==> config.mk <==
export PLATFORM = sky130hd
export DESIGN_NAME = edge_histogram_distance
export DESIGN_NICKNAME = d
export VERILOG_FILES = /design/src/sv/ehd_pkg.sv /design/src/sv/edge_histogram_distance.sv
export SDC_FILE = /design/constraint.sdc
export NUM_CORES = 1
export LEC_CHECK = 0
export BUFFER_PORTS_ARGS = -buffer_cell sky130_fd_sc_hd__buf_2
export CAP_MARGIN = 10
export CORE_ASPECT_RATIO = 1.2
export CORE_MARGIN = 4
export CORE_UTILIZATION = 47
export CTS_BUF_LIST = sky130_fd_sc_hd__clkbuf_4 sky130_fd_sc_hd__clkbuf_8
export CTS_CLUSTER_DIAMETER = 200
export DETAILED_ROUTE_END_ITERATION = 8
export PLACE_DENSITY = 0.6
export SYNTH_ARGS = -nofsm -noshare
export SYNTH_HDL_FRONTEND = slang
export SYNTH_SLANG_ARGS = --single-unit
==> constraint.sdc <==
create_clock -name i_clk -period 12.7 [get_ports i_clk]
set_input_delay 0.635 -clock i_clk [delete_from_list [all_inputs] [get_ports i_clk]]
set_output_delay 0.635 -clock i_clk [all_outputs]
set_load 0.02 [all_outputs]
==> src/sv/ehd_pkg.sv <==
`default_nettype none

package ehd_pkg;

    // Input field and accumulator sizes
    localparam int BIN_WIDTH    = 8;
    localparam int IN_BIN_W     = 8;
    localparam int MAX_BINS     = 80;
    localparam int COLUMNS      = 5;
    localparam int LOCAL_WIDTH  = 15;
    localparam int GLOBAL_WIDTH = 12;
    localparam int OUT_WIDTH    = 19;
    localparam int FRAC_BITS    = 4;

    // Weight applied to the global part (5/16 with the four fraction bits)
    localparam int GLOBAL_WEIGHT = 5;
    localparam int WEIGHT_W      = $clog2(GLOBAL_WEIGHT + 1);

    // Derived widths
    localparam int COL_W  = (COLUMNS > 1) ? $clog2(COLUMNS) : 1;
    localparam int GSUM_W = GLOBAL_WIDTH + ((COLUMNS > 1) ? $clog2(COLUMNS) : 0);
    localparam int LOC_Q_W = LOCAL_WIDTH + FRAC_BITS;
    localparam int GLB_Q_W = GSUM_W + WEIGHT_W;
    localparam int TOT_W   = ((LOC_Q_W > GLB_Q_W) ? LOC_Q_W : GLB_Q_W) + 1;

    // Stream widths, padded to whole bytes
    localparam int S_TDATA_W = ((2 * IN_BIN_W + 7) / 8) * 8;
    localparam int M_TDATA_W = ((OUT_WIDTH + 7) / 8) * 8;

    localparam logic [COL_W-1:0] COL_LAST = COL_W'(COLUMNS - 1);

    typedef logic [LOCAL_WIDTH-1:0]  t_local;
    typedef logic [GLOBAL_WIDTH-1:0] t_global;
    typedef logic [COL_W-1:0]        t_col;

endpackage

`default_nettype wire

==> src/sv/edge_histogram_distance.sv <==
`default_nettype none

// Edge-histogram distance engine. Each transfer on the slave stream carries one
// bin of each of two descriptors (tdata: first bin in the low byte, second bin in
// the next byte; tlast marks the final bin pair). One bin pair is taken every
// clock cycle unless the capture stage is stalled. Sums of absolute bin
// differences and per-column global sums (column = bin position modulo five)
// saturate at their widths. The transfer marked tlast yields one result,
// 16*local + 5*global, the distance with four fraction bits, saturated to 19
// bits, with tuser set when the bin count was not a multiple of five; all sums
// then restart from zero. A result goes through a capture stage, a stage of
// column differences and the output register that forms the weighted sum. A
// stage moves when the next is free or moving; bins flow while one result waits.
module edge_histogram_distance
    import ehd_pkg::*;
(
    input  wire                    i_clk,
    input  wire                    i_rst_n,
    input  wire                    i_s_tvalid,
    output logic                   o_s_tready,
    input  wire  [S_TDATA_W-1:0]   i_s_tdata,   // first_bin, second_bin
    input  wire                    i_s_tlast,   // last_bin
    output logic                   o_m_tvalid,
    input  wire                    i_m_tready,
    output logic [M_TDATA_W-1:0]   o_m_tdata,   // distance_q4, zero pad
    output logic                   o_m_tuser    // partial_group
);

    // Accumulator state
    t_local  r_local;
    t_col    r_col;
    t_global r_gfirst  [COLUMNS];
    t_global r_gsecond [COLUMNS];

    // Capture stage
    logic    r_s1_vld;
    logic    r_s1_partial;
    t_local  r_s1_local;
    t_global r_s1_gfirst  [COLUMNS];
    t_global r_s1_gsecond [COLUMNS];

    // Difference stage
    logic    r_s2_vld;
    logic    r_s2_partial;
    t_local  r_s2_local;
    t_global r_s2_gdiff [COLUMNS];

    // Output register
    logic                 r_out_vld;
    logic                 r_out_partial;
    logic [OUT_WIDTH-1:0] r_out_dist;

    // Next values
    t_local  n_local;
    t_col    n_col;
    t_global n_gfirst  [COLUMNS];
    t_global n_gsecond [COLUMNS];
    t_global n_gdiff   [COLUMNS];
    logic [OUT_WIDTH-1:0] n_dist;
    logic [GSUM_W-1:0]    n_gsum;
    logic [TOT_W-1:0]     n_total;

    logic [BIN_WIDTH-1:0]      w_a;
    logic [BIN_WIDTH-1:0]      w_b;
    logic [BIN_WIDTH-1:0]      w_adiff;
    logic [LOCAL_WIDTH:0]      w_lsum;
    logic [GLOBAL_WIDTH:0]     w_fsum [COLUMNS];
    logic [GLOBAL_WIDTH:0]     w_ssum [COLUMNS];

    logic w_in_xfer;
    logic w_last_xfer;
    logic w_s1_en;
    logic w_s2_en;
    logic w_s3_en;

    // Stage enables: a stage moves when the one after it is free or moving
    assign w_s3_en     = !r_out_vld || i_m_tready;
    assign w_s2_en     = !r_s2_vld || w_s3_en;
    assign w_s1_en     = !r_s1_vld || w_s2_en;
    assign o_s_tready  = w_s1_en;
    assign w_in_xfer   = i_s_tvalid && o_s_tready;
    assign w_last_xfer = w_in_xfer && i_s_tlast;

    assign w_a = i_s_tdata[BIN_WIDTH-1:0];
    assign w_b = i_s_tdata[IN_BIN_W +: BIN_WIDTH];

    // Accumulate one bin pair with saturation
    always_comb begin
        w_adiff = (w_a >= w_b) ? (w_a - w_b) : (w_b - w_a);
        w_lsum  = {1'b0, r_local} + (LOCAL_WIDTH+1)'(w_adiff);
        n_local = w_lsum[LOCAL_WIDTH] ? {LOCAL_WIDTH{1'b1}} : w_lsum[LOCAL_WIDTH-1:0];
        n_col   = (r_col >= COL_LAST) ? '0 : r_col + 1'b1;
        for (int c = 0; c < COLUMNS; c++) begin
            w_fsum[c] = {1'b0, r_gfirst[c]};
            w_ssum[c] = {1'b0, r_gsecond[c]};
            if (r_col == COL_W'(c)) begin
                w_fsum[c] = w_fsum[c] + (GLOBAL_WIDTH+1)'(w_a);
                w_ssum[c] = w_ssum[c] + (GLOBAL_WIDTH+1)'(w_b);
            end
            n_gfirst[c]  = w_fsum[c][GLOBAL_WIDTH] ? {GLOBAL_WIDTH{1'b1}}
                                                   : w_fsum[c][GLOBAL_WIDTH-1:0];
            n_gsecond[c] = w_ssum[c][GLOBAL_WIDTH] ? {GLOBAL_WIDTH{1'b1}}
                                                   : w_ssum[c][GLOBAL_WIDTH-1:0];
        end
    end

    // Hold accumulators; clear after the last bin pair
    always_ff @(posedge i_clk) begin
        if (!i_rst_n || w_last_xfer) begin
            r_local <= '0;
            r_col   <= '0;
            for (int c = 0; c < COLUMNS; c++) begin
                r_gfirst[c]  <= '0;
                r_gsecond[c] <= '0;
            end
        end else if (w_in_xfer) begin
            r_local <= n_local;
            r_col   <= n_col;
            for (int c = 0; c < COLUMNS; c++) begin
                r_gfirst[c]  <= n_gfirst[c];
                r_gsecond[c] <= n_gsecond[c];
            end
        end
    end

    // Capture final sums on the last bin pair
    always_ff @(posedge i_clk) begin
        if (!i_rst_n) begin
            r_s1_vld <= 1'b0;
        end else if (w_s1_en) begin
            r_s1_vld <= w_last_xfer;
        end
    end

    always_ff @(posedge i_clk) begin
        if (w_last_xfer) begin
            r_s1_local   <= n_local;
            r_s1_partial <= (n_col != '0);
            for (int c = 0; c < COLUMNS; c++) begin
                r_s1_gfirst[c]  <= n_gfirst[c];
                r_s1_gsecond[c] <= n_gsecond[c];
            end
        end
    end

    // Column differences
    always_comb begin
        for (int c = 0; c < COLUMNS; c++) begin
            n_gdiff[c] = (r_s1_gfirst[c] >= r_s1_gsecond[c])
                       ? (r_s1_gfirst[c] - r_s1_gsecond[c])
                       : (r_s1_gsecond[c] - r_s1_gfirst[c]);
        end
    end

    always_ff @(posedge i_clk) begin
        if (!i_rst_n) begin
            r_s2_vld <= 1'b0;
        end else if (w_s2_en) begin
            r_s2_vld <= r_s1_vld;
        end
    end

    always_ff @(posedge i_clk) begin
        if (w_s2_en && r_s1_vld) begin
            r_s2_local   <= r_s1_local;
            r_s2_partial <= r_s1_partial;
            for (int c = 0; c < COLUMNS; c++) begin
                r_s2_gdiff[c] <= n_gdiff[c];
            end
        end
    end

    // Weighted sum and output saturation
    always_comb begin
        n_gsum = '0;
        for (int c = 0; c < COLUMNS; c++) begin
            n_gsum = n_gsum + GSUM_W'(r_s2_gdiff[c]);
        end
        n_total = (TOT_W'(r_s2_local) << FRAC_BITS)
                + TOT_W'(n_gsum) * TOT_W'(GLOBAL_WEIGHT);
        if (n_total > TOT_W'({OUT_WIDTH{1'b1}})) begin
            n_dist = {OUT_WIDTH{1'b1}};
        end else begin
            n_dist = n_total[OUT_WIDTH-1:0];
        end
    end

    always_ff @(posedge i_clk) begin
        if (!i_rst_n) begin
            r_out_vld <= 1'b0;
        end else if (w_s3_en) begin
            r_out_vld <= r_s2_vld;
        end
    end

    always_ff @(posedge i_clk) begin
        if (w_s3_en && r_s2_vld) begin
            r_out_dist    <= n_dist;
            r_out_partial <= r_s2_partial;
        end
    end

    assign o_m_tvalid = r_out_vld;
    assign o_m_tdata  = M_TDATA_W'(r_out_dist);
    assign o_m_tuser  = r_out_partial;

    // Column counter stays inside the column range
    a_col_range: assert property (@(posedge i_clk) disable iff (!i_rst_n)
        r_col <= COL_LAST)
        else $error("column index out of range");

    // Last bin pair clears the accumulators
    a_clear_after_last: assert property (@(posedge i_clk) disable iff (!i_rst_n)
        w_last_xfer |=> (r_local == '0) && (r_col == '0))
        else $error("accumulators not cleared after last bin");

    // Last bin pair always lands in the capture stage
    a_capture_last: assert property (@(posedge i_clk) disable iff (!i_rst_n)
        w_last_xfer |=> r_s1_vld)
        else $error("last bin pair not captured");

    // A stalled result is not overwritten by the stage behind it
    a_out_hold: assert property (@(posedge i_clk) disable iff (!i_rst_n)
        (r_out_vld && !i_m_tready) |=> r_out_vld && $stable(r_out_dist))
        else $error("pending result lost");

endmodule

`default_nettype wire

* Yosys cells after proc, flatten, opt, wreduce, memory -nomap -nowiden
Memory sizes are Yosys's and may differ from the RTL's.
Index checks and enable logic that the tools add are counted.
** Storage, ports and cells
- Flip-flop bits (word level) :: 73
- Memory bits (writable) :: 300
- Input port bits :: 21
- Word-level logic and storage cells :: 129
- Memories kept :: 5
** Cells by class
- Add/subtract/negate cells :: 29
- $mul :: 1
- Order comparisons :: 8
- Equality and inequality tests :: 4
- Muxes and demuxes :: 47
- Bitwise gates (word level) :: 10
- Reductions and logical operators :: 14
** Memories
- r_gfirst :: words 5, width 12, read ports 5, clocked after memory_dff 0, wr ports 5, RTL line edge_histogram_distance.sv:32 : t_global r_gfirst [COLUMNS];
- r_gsecond :: words 5, width 12, read ports 5, clocked after memory_dff 0, wr ports 5, RTL line edge_histogram_distance.sv:33 : t_global r_gsecond [COLUMNS];
- r_s1_gfirst :: words 5, width 12, read ports 5, clocked after memory_dff 0, wr ports 5, RTL line edge_histogram_distance.sv:39 : t_global r_s1_gfirst [COLUMNS];
- r_s1_gsecond :: words 5, width 12, read ports 5, clocked after memory_dff 0, wr ports 5, RTL line edge_histogram_distance.sv:40 : t_global r_s1_gsecond [COLUMNS];
- r_s2_gdiff :: words 5, width 12, read ports 5, clocked after memory_dff 0, wr ports 5, RTL line edge_histogram_distance.sv:46 : t_global r_s2_gdiff [COLUMNS];
** Operators by type and width (number)
- $mux 12 :: 25
- $add 12x8->13 :: 10
- $mux 13 :: 10
- $sub 12x12->12 :: 10
- $ge 12x12->1 :: 5
- $add 19x18->20 :: 1
- $gt 20x19->1 const B :: 1
- $mul 15x3->18 const B :: 1
- $add 15x8->16 :: 1
- $sub 8x8->8 :: 2
- $add 14x12->15 :: 1
- $add 15x12->15 :: 1
- $mux 15 :: 1
- $add 13x12->14 :: 1
- $add 12x12->13 :: 1
- $or 1x1->1 :: 10
- $mux 1 :: 9
- $ge 8x8->1 :: 1
- $mux 8 :: 1
- $eq 3x2->1 const B :: 2
- $logic_and 1x1->1 :: 4
- $logic_not 1->1 :: 4
- $logic_or 1x1->1 :: 4
- $add 3x1->3 const B :: 1
- 6 further kinds :: 6

* Depth between registers and ports, before layout
Gate-level depths: netlist of the first run.
- Depth after elaboration :: 10
- Mapped depth :: 29

* Worst setup path after synthesis of the first run
No wires, ideal clock.
- Path kind :: input to register
- Start :: input port i_m_tready
- End :: memory r_s2_gdiff[0][0] (netlist name), enable pin
- Setup time :: 0.627 ns
- Arrival time :: 6.241 ns
- Required time :: 12.073 ns
- Path slack :: 5.832 ns
- Stages on the path :: 2
- Buffers on the path :: 0
- Path through :: nor2b_1 > a21boi_0
** RTL lines
- start: declaration :: RTL line edge_histogram_distance.sv:24 : input wire i_m_tready,
- end: declaration :: RTL line edge_histogram_distance.sv:46

==> out/metrics.yaml, run 1 <==
place_ws_ns: 5.06
yosys.area.top_type_share: 0.394
ys_types: 84
setup_viol: 0
place_area_um2: 27900
clockPowerShare: 0.225
p_seq_frac: 0.284
critPathSlowestCell: "o311ai_0"
power_frac_comb: 0.491
grt_start_max_net_pins: 78
final_util: 0.523
num_vias: 19700
cts_buffer_depth: 3
grtUsageTotal: 0.215
switching_share: 0.377
maxCapViolations: 0
cts_tree: "yes"
maxSlewViolCount: 0
first_pass_iters: 6
switchingPower_mw: 2.18
fp.dieArea_um2: 61000
period_share: 0.557
viasPerCell: 5.63
hold_path.class: "primary input to flop"
cp_max_fo: 14
worst_pin_slew_ns: 1.13
numCtsBuffers: 67
async_flop_share: 0
globalplace.congestion: 0.904
cts_hold_buf: 0
synth.avg_cell_area_um2: 10.1
postCtsSetupBuffers: 0
path_clk_slew_ns: 0.06
hold_viol: 0
holdWs_ns: 0.310
grt_overflow: 0
yosys_warnings: 0
crit_path_end_kind: "flop"
nets: 3089
row_count: 95
yosysTopAreaCell: "edfxtp_1"
post-route-drc-count: 0
synth_flop_cell: "edfxtp_1"
detail_route.wl_per_cell_um: 18.9
core_area_um2: 56200
ant_nets: 0
synthTopCellsByArea: "edfxtp_1 39%, ha_1 12%, inv_1 5.5%, fa_1 5.3%, a21oi_1 3.2%"
cts_sinks: 373
post_cts_resized: 0
reg2reg_depth: 28
synth_seq_area_share: 0.410
dp_cells: 3387
timing.slew.headroom: 0.246
postLayoutCellArea_um2: 29400
intPower_mw: 3.60
irDropWorstVdd_v: 0.000268
die_w_um: 226
min_path_cells: 2
synth.cell_area_um2: 26800
timing.fmax_mhz: 141
path_common_cell: "inv_1"
rsz0062_at_grt: "false"
synth-edff-count: 352
synth_cells: 2664
cp.depth: 28
slowest_delay_ns: 0.56
ys_ff_latch: 373
cp.required_ns: 13.06
clk-insertion-delay-late_ns: 0.62
grt_pass1_vias: 19300
min_period_ns: 7.07
start_util: 0.477
antenna_found_initial: 2
p_per_area_nw_per_um2: 197
cts_root_buf: "clkbuf_8"
setup_tns_ns: 0
finClkSkew_ns: 0.0262
io_buffers: 42
worstPathArrival_ns: 7.43
finalPower_mw: 5.78
fin_ws_ns: 5.63
total_leakage_power_nw: 13.1
crit_type: "flop to flop"
dp_hpwl_um: 48600
die_y_um: 270
io_pins: 48
status: "completed"
syn_to_final_growth_pct: 9.54
grt_pass1_wl_um: 104000
cp_top_family: "adder cells"
path_buf_inv: 7
startpoint_type: "flop"
fin_cells: 3508
drive_above_1_share: 0.0835
first_iter_violations: 1322
cts-htree-levels: 3
wl_um: 66500
-- layout by cell type, fill, tap and decap left out, drive strengths merged, types with 15 or more instances in the layout --
| cell | Yosys | layout |
|---|---|---|
| nand3 | 64 | 64 |
| o21a | 18 | 18 |
| xnor2 | 60 | 60 |
| or3 | 22 | 22 |
| edfxtp | 352 | 352 |
| o21bai | 28 | 28 |
| mux2 | 25 | 25 |
| a31oi | 31 | 31 |
| a21o | 60 | 60 |
| clkbuf | 57 | 90 |
| mux2i | 55 | 55 |
| o21ai | 118 | 118 |
| clkinv | 0 | 15 |
| and2 | 75 | 75 |
| a211oi | 22 | 22 |
| dfxtp | 21 | 21 |
| nor2b | 53 | 53 |
| fa | 71 | 71 |
| a21boi | 24 | 24 |
| a21oi | 175 | 175 |
| nor3 | 43 | 43 |
| nand2b | 38 | 38 |
| ha | 267 | 267 |
| nor2 | 86 | 86 |
| buf | 14 | 64 |
| xor2 | 54 | 54 |
| o211ai | 41 | 41 |
| nand2 | 222 | 222 |
| inv | 393 | 393 |
-- cell families (layout without fill, tap and decap cells) --
group,Yosys count,count (layout),share of synthesized area
and+or+nand+nor,665,665,0.124
AOI/OAI and AO/OA,629,629,0.155
buffers and inverters,464,575,0.0660
DFF,373,373,0.410
adders and majority gates,338,338,0.178
xor gates and xnor gates,114,114,0.0372
muxes,80,80,0.0310
other,1,7,0.000140
-- worst paths after layout --
kind	from	end	slack [ns]
worst max-delay path	r_s2_gdiff[0][3]	r_out_dist[1]	5.63
worst min-delay path	i_rst_n	o_m_tvalid	0.31
worst max register to register	r_s2_gdiff[0][3]	r_out_dist[1]	5.63
worst min register to register	r_s1_local[12]	r_s2_local[12]	0.42
-- area by class of cell --
| cell class | count | area [um2] |
|---|---|---|
| Sequential cell | 373 | 11000 |
| Fill cell | 5049 | 26800 |
| Multi-Input combinational cell | 1831 | 14100 |
| Antenna cell | 2 | 5.00 |
| Tap cell | 727 | 910 |
| Clock buffer | 90 | 1130 |
| Timing Repair Buffer | 64 | 375 |
| Inverter | 393 | 1480 |
| Clock inverter | 28 | 389 |
-- registers in the layout (all words and copies together), names as in the netlist, 15 cells and up --
| signal | cells |
|---|---|
| r_s1_gsecond | 60 |
| r_gfirst | 60 |
| r_gsecond | 60 |
| r_s2_gdiff | 60 |
| r_s1_local | 15 |
| r_s1_gfirst | 60 |
| r_s2_local | 15 |
| r_local | 15 |
| r_out_dist | 19 |
-- cells in the mapped netlist, types with 5 or more instances --
cell,instances
a22o_1,12
xnor2_1,60
and3_1,12
fa_1,71
a21o_1,60
or3_1,22
nand2b_1,38
edfxtp_1,352
and2_1,74
buf_2,7
a211oi_1,22
and4_1,9
o21a_1,18
inv_1,393
nand3_1,64
a221oi_1,7
nor2b_1,53
or2_2,8
mux2_2,25
a21oi_1,174
dfxtp_1,21
mux2i_1,55
nor3b_1,5
a31oi_1,31
a31o_2,7
xor2_1,54
nor2_1,85
a21boi_0,24
o21bai_1,28
nand2_1,220
a211o_1,12
clkbuf_1,57
buf_4,5
o21ai_0,115
o211ai_1,41
nor4_1,5
ha_1,267
a2111oi_0,7
o31a_1,6
o311ai_0,6
o211a_1,5
nand4_1,13
nor3_1,42
-- per-layer routing --
metal | wire (um) | up-vias | GRT usage
met5 | 0 | - | 0
met4 | 2240 | 0 | 0.0785
met3 | 3100 | 116 | 0.0260
met2 | 32000 | 508 | 0.362
met1 | 29100 | 9563 | 0.285
li1 | - | 9553 | -
-- power by group through the flow --
stage               Combinational, mW  Clock (mW)  Sequential [mW]
floorplan                        2.25           0             1.69
global placement                 2.76           0             1.67
detailed placement               2.83           0             1.67
CTS                              2.85        1.34             1.64
global route                     3.26        1.40             1.65
finish                           2.84        1.30             1.64
Note: power is estimated with default switching activity, not from simulation.
==> inputs of run 2 (changes only) <==
- ABC_AREA: default -> 1
- PLACE_DENSITY: 0.6 -> 0.59
- clock period: 12.7 -> 7 ns (I/O delays scaled with it)
==> run 2 against run 1 <==
Against the previous run: sequential share of layout area down 3.5 points; die area up 12%; fmax up 17%; non-clock buffer count down 7; combinational power up 100%; largest power group unchanged; first-iteration DRC count up 1.2%; global-route usage up 0.64 points.
==> out/metrics.yaml, run 2 <==
wl_met3_um: 2770
min_from: "i_s_tlast"
min_delay_worst_endpoint: "r_s1_vld"
row_count: 101
start_util: 0.475
power_frac_comb: 0.520
async_flop_share: 0
cts_buffer_depth: 3
rrSetupSlack_ns: 0.96
yosysTopAreaCell: "edfxtp_1"
hold_viol: 0
grt_pass1_wl_um: 121000
yosys-top-cells-count: "1026 x nand2_1, 702 x inv_1, 352 x edfxtp_1"
reg2reg_from: "r_s2_gdiff[0][3]"
grt_pass1_vias: 23100
cp.required_ns: 7.35
drive_above_1_share: 0.0641
mostFrequentLayoutCells: "1026 x nand2_1, 701 x inv_1, 352 x edfxtp_1, 267 x ha_1, 233 x nand3_1"
timing.slew.headroom: 0.291
first_iter_violations: 1338
synth.avg_cell_area_um2: 7.95
maxSlewViolCount: 0
ys_types: 56
intPower_mw: 6.34
first_pass_iters: 5
startpoint_type: "flop"
worst_pin_slew_ns: 1.06
finalPower_mw: 10.9
grt_start_max_net_pins: 113
synth.cell_area_um2: 30100
post-route-drc-count: 0
rsz0062_at_grt: "false"
wl_um: 76100
period_share: 0.862
cts-htree-levels: 3
globalplace.congestion: 0.876
die_y_um: 285
dr_wl_met2_um: 36700
min_period_ns: 6.04
status: "completed"
layout.cells.most_common: "nand2_1"
wl_met1_um: 34400
ys_ff_latch: 373
io_buffers: 42
synth_flop_cell: "edfxtp_1"
num_vias: 24000
clk-insertion-delay-late_ns: 0.65
die_w_um: 239
min_path_cells: 5
cts_tree: "yes"
antenna_found_initial: 1
grt_overflow: 0
maxCapViolations: 0
hold_path.class: "primary input to flop"
viasPerCell: 5.09
finClkSkew_ns: 0.0391
cts_root_buf: "clkbuf_8"
total_leakage_power_nw: 16.5
core_area_um2: 63300
synth-edff-count: 352
synthTopCellsByArea: "edfxtp_1 35%, nand2_1 13%, ha_1 11%, inv_1 8.8%, fa_1 4.7%"
setup_viol: 0
nets: 4192
synth_seq_area_share: 0.365
syn_to_final_growth_pct: 7.84
fp.dieArea_um2: 68200
yosys_warnings: 0
top_layer_used: "met4"
cts_sinks: 373
reg2reg_depth: 24
clockPowerShare: 0.209
switching_share: 0.419
path_clk_slew_ns: 0.06
timing.fmax_mhz: 166
numCtsBuffers: 69
detail_route.wl_per_cell_um: 16.1
synth_cells: 3784
crit_path_end_kind: "flop"
p_per_area_nw_per_um2: 336
yosysMostFrequentCell: "nand2_1"
switchingPower_mw: 4.57
reg2reg_to: "r_out_dist[16]"
io_pins: 48
grtUsageTotal: 0.221
irDropWorstVdd_v: 0.000509
dp_hpwl_um: 57400
yosys.area.top_type_share: 0.351
worstPathArrival_ns: 6.39
crit_type: "flop to flop"
final_util: 0.513
ant_nets: 0
cp_max_fo: 19
p_seq_frac: 0.271
setup_tns_ns: 0
==> run 2: changes by cell type after synthesis, moves of 51 or more <==
cell / previous run / this run
inv_1: 393 / 702
a21oi_1: 174 / 227
and2_1: 74 / 3
nand3_1: 64 / 233
clkbuf_1: 57 / 6
nand2_1: 220 / 1026
a21o_1: 60 / 6
nor2b_1: 53 / 0
nor2_1: 85 / 215
==> run 2: cell type report <==
type,instances,area (um2)
Clock buffer,89,1140
Sequential cell,373,11000
Tap cell,824,1030
Multi-Input combinational cell,2620,15900
Antenna cell,3,7.51
Clock inverter,35,334
Inverter,712,2680
Timing Repair Buffer,57,343
Fill cell,6125,30900
==> run 2: worst max-delay path by stage <==
| stage | from | to | slack [ns] | depth (start not counted) |
|---|---|---|---|---|
| after global placement | r_s2_gdiff[0][3] | r_out_dist[18] | 1.06 | 24 |
| after detailed placement | r_s2_gdiff[0][2] | r_out_dist[16] | 0.93 | 24 |
| final | r_s2_gdiff[0][3] | r_out_dist[16] | 0.96 | 24 |
| after CTS | r_s2_gdiff[0][3] | r_out_dist[16] | 0.89 | 24 |
| after floorplan | r_s2_gdiff[0][3] | r_out_dist[10] | 1.51 | 25 |
| after global routing | r_s2_gdiff[0][3] | r_out_dist[17] | 0.63 | 24 |
==> run 2: logic make-up after synthesis <==
logic type      after synthesis  synth area share
mux                          32            0.0106
flops                       373             0.365
compound gates              457            0.0824
simple gates               1659             0.238
fa+ha+maj                   338             0.158
other cells                   1          0.000125
buf+inv                     795             0.107
xor+xnor                    129            0.0378
==> run 2: critical path, cell delays in order (launching register included) <==
cell      delay [ns]
edfxtp_1        0.33
inv_1           0.06
fa_1            0.53
inv_1           0.06
fa_1            0.53
inv_1           0.06
fa_1            0.53
inv_1           0.04
ha_1            0.33
nand2_1         0.08
o21ai_0         0.37
a21oi_1         0.18
o21bai_1        0.19
xor2_1          0.24
ha_1            0.27
inv_1           0.08
fa_1            0.42
inv_1           0.07
ha_1            0.28
a21oi_2         0.21
nor2_1          0.06
nor2_1          0.12
nand3_2         0.14
a21oi_4         0.43
nand3_1         0.14
==> run 2: per-layer routing <==
layer | track usage | vias to the layer above
met5 | 0 | -
met4 | 0.0752 | 0
met3 | 0.0237 | 122
met2 | 0.379 | 442
met1 | 0.292 | 11100
li1 | - | 12300
==> run 2: stage by stage <==
step                hold WS (ns)  cell area (um2)  worst slack (ns)  cells
CTS                        0.120            32400             0.888   4710
global route               0.179            32500             0.632   4713
finish                     0.187            32500             0.965   4713
detailed placement         0.405            30900             0.933   4583
global placement           0.401            30900              1.06   4583
floorplan                  0.400            30100              1.51   3788
==> run 2: power by group through the flow <==
stage                     clock network, mW  logic, mW  registers, mW
after floorplan                           0       4.52           3.04
after global placement                    0       5.64           3.00
after detailed placement                  0       5.70           3.01
after CTS                              2.35       5.74           2.96
after global routing                   2.44       6.54           2.97
final                                  2.28       5.67           2.96
==> run 2: repair_timing <==
item	4_1_cts	5_1_grt
hold endpoints to repair	3	0
hold buffers	3	0
buffers inserted	0	0
resized for setup	0	0
==> inputs of run 3 (changes only) <==
- CORE_UTILIZATION: 47 -> 50
- PLACE_DENSITY: 0.59 -> 0.63
- clock period: 7 -> 7.5 ns (I/O delays scaled with it)
==> run 3 against run 2 <==
Against the previous run: register-to-register slack improved by 0.56 ns; utilization increased by 2.9 points; count of clock-buffer cells in the layout decreased by 3; fmax increased by 1.0%; sequential share of layout area increased by 0.16 points; routed wire length unchanged; first-iteration DRC count decreased by 1.6%; sequential power decreased by 6%; sequential cell count unchanged; cell count decreased by 0.85%; worst hold slack got worse by 0.12 ns; combinational power decreased by 6.7%.
==> out/metrics.yaml, run 3 (synthesis results as in run 2) <==
status: "completed"
startpoint_type: "flop"
mostFrequentLayoutCells: "1026 x nand2_1, 701 x inv_1, 352 x edfxtp_1, 267 x ha_1, 233 x nand3_1"
syn_to_final_growth_pct: 7.34
layout.cells.most_common: "nand2_1"
p_per_area_nw_per_um2: 314
die_w_um: 232
finClkSkew_ns: 0.0281
first_pass_iters: 6
clk-insertion-delay-late_ns: 0.63
timing.fmax_mhz: 167
first_iter_violations: 1317
globalplace.congestion: 0.927
detail_route.wl_per_cell_um: 16.3
ant_nets: 0
multi_input_area_um2: 15900
core_area_um2: 59600
period_share: 0.797
min_from: "i_rst_n"
cts-htree-levels: 3
startpoint: "r_s2_gdiff[0][3]"
hold_viol: 0
crit_type: "flop to flop"
cp_max_fo: 19
cts_hold_buf: 1
cts_tree: "yes"
maxCapViolations: 0
grt_pass1_wl_um: 121000
grt_start_max_net_pins: 137
grt_overflow: 0
dp_hpwl_um: 56800
start_util: 0.505
viasPerCell: 5.18
postCtsSetupBuffers: 0
wl_um: 76100
worstPathArrival_ns: 6.32
hold_path.class: "primary input to flop"
grt_pass1_vias: 24000
timing.slew.headroom: 0.282
reg2reg_depth: 24
grtUsageTotal: 0.235
total_leakage_power_nw: 16.5
path_clk_slew_ns: 0.06
crit_path_end_kind: "flop"
cp.required_ns: 7.84
io_buffers: 42
irDropWorstVdd_v: 0.000538
finalPower_mw: 10.1
worst_pin_slew_ns: 1.08
io_pins: 48
num_vias: 24200
maxSlewViolCount: 0
setup_tns_ns: 0
cts_root_buf: "clkbuf_8"
numCtsBuffers: 71
rrSetupSlack_ns: 1.53
nets: 4186
cts_buffer_depth: 3
reg2reg_from: "r_s2_gdiff[0][3]"
die_y_um: 277
antenna_found_initial: 1
min_path_cells: 3
min_period_ns: 5.97
holdWs_ns: 0.0701
fp.dieArea_um2: 64200
setup_viol: 0
row_count: 98
cts_sinks: 373
num-fill-cells: 5677
post-route-drc-count: 0
post_cts_resized: 0
rsz0062_at_grt: "false"
drive_above_1_share: 0.0597
register_area_um2: 11000
[run 3: changes by cell type in the layout (fill, tap and decap cells not counted), sizes merged]
cell,delta
buf,-6
diode,-2
clkinvlp,-6
bufinv,+1
dlygate4sd3,-2
inv,-2
clkinv,+4
clkbuf,-3
[run 3: path summary, 6_finish.rpt]
check                         to
setup / recovery  r_out_dist[16]
hold / removal          r_s1_vld
setup reg to reg  r_out_dist[16]
hold reg to reg    r_s2_local[7]
[run 3: where the power goes]
part,switching [mW],internal [mW],leakage [nW],total (mW)
clock network,0.883,1.21,0.745,2.09
registers,0.0760,2.69,3.68,2.77
logic,3.27,2.02,12.0,5.29
total,4.23,5.91,16.5,10.1
[run 3: area by class of cell]
cell class,count,share of cell area
Clock inverter,32,0.00988
Timing Repair Buffer,49,0.00860
Tap cell,800,0.0310
Multi-Input combinational cell,2620,0.493
Inverter,712,0.0829
Sequential cell,373,0.340
Clock buffer,86,0.0343
Antenna cell,1,0.0000775
[run 3: critical path, cell delays in order (launching register included)]
cell      delay (ns)
edfxtp_1        0.32
inv_1           0.06
fa_1            0.53
inv_1           0.07
fa_1            0.54
inv_1           0.06
fa_1            0.52
inv_1           0.04
ha_1            0.34
a21oi_1         0.19
o21ai_0         0.20
a21oi_1         0.25
o21bai_1        0.11
xor2_1          0.17
ha_1            0.29
inv_1           0.05
fa_1            0.49
inv_1           0.04
ha_1            0.35
a21oi_2         0.21
nor2_1          0.06
nor2_1          0.11
nand3_2         0.12
a21oi_4         0.41
nand3_1         0.14
[run 3: metal layers]
metal  vias up  GRT usage  wire length, um
li1      12300          -                -
met1     11200      0.287            32000
met2       550      0.411            36800
met3       155     0.0350             3850
met4         0      0.105             3350
met5         -          0                0
[run 3: stage by stage]
stage	instance area [um2]	worst slack [ns]	instances	utilization
after floorplan	30100	0.326	3788	-
after global placement	30900	1.58	4553	0.518
after detailed placement	30900	1.50	4553	0.518
after CTS	32300	1.48	4672	0.542
after global routing	32300	1.05	4673	0.542
final	32300	1.53	4673	0.542
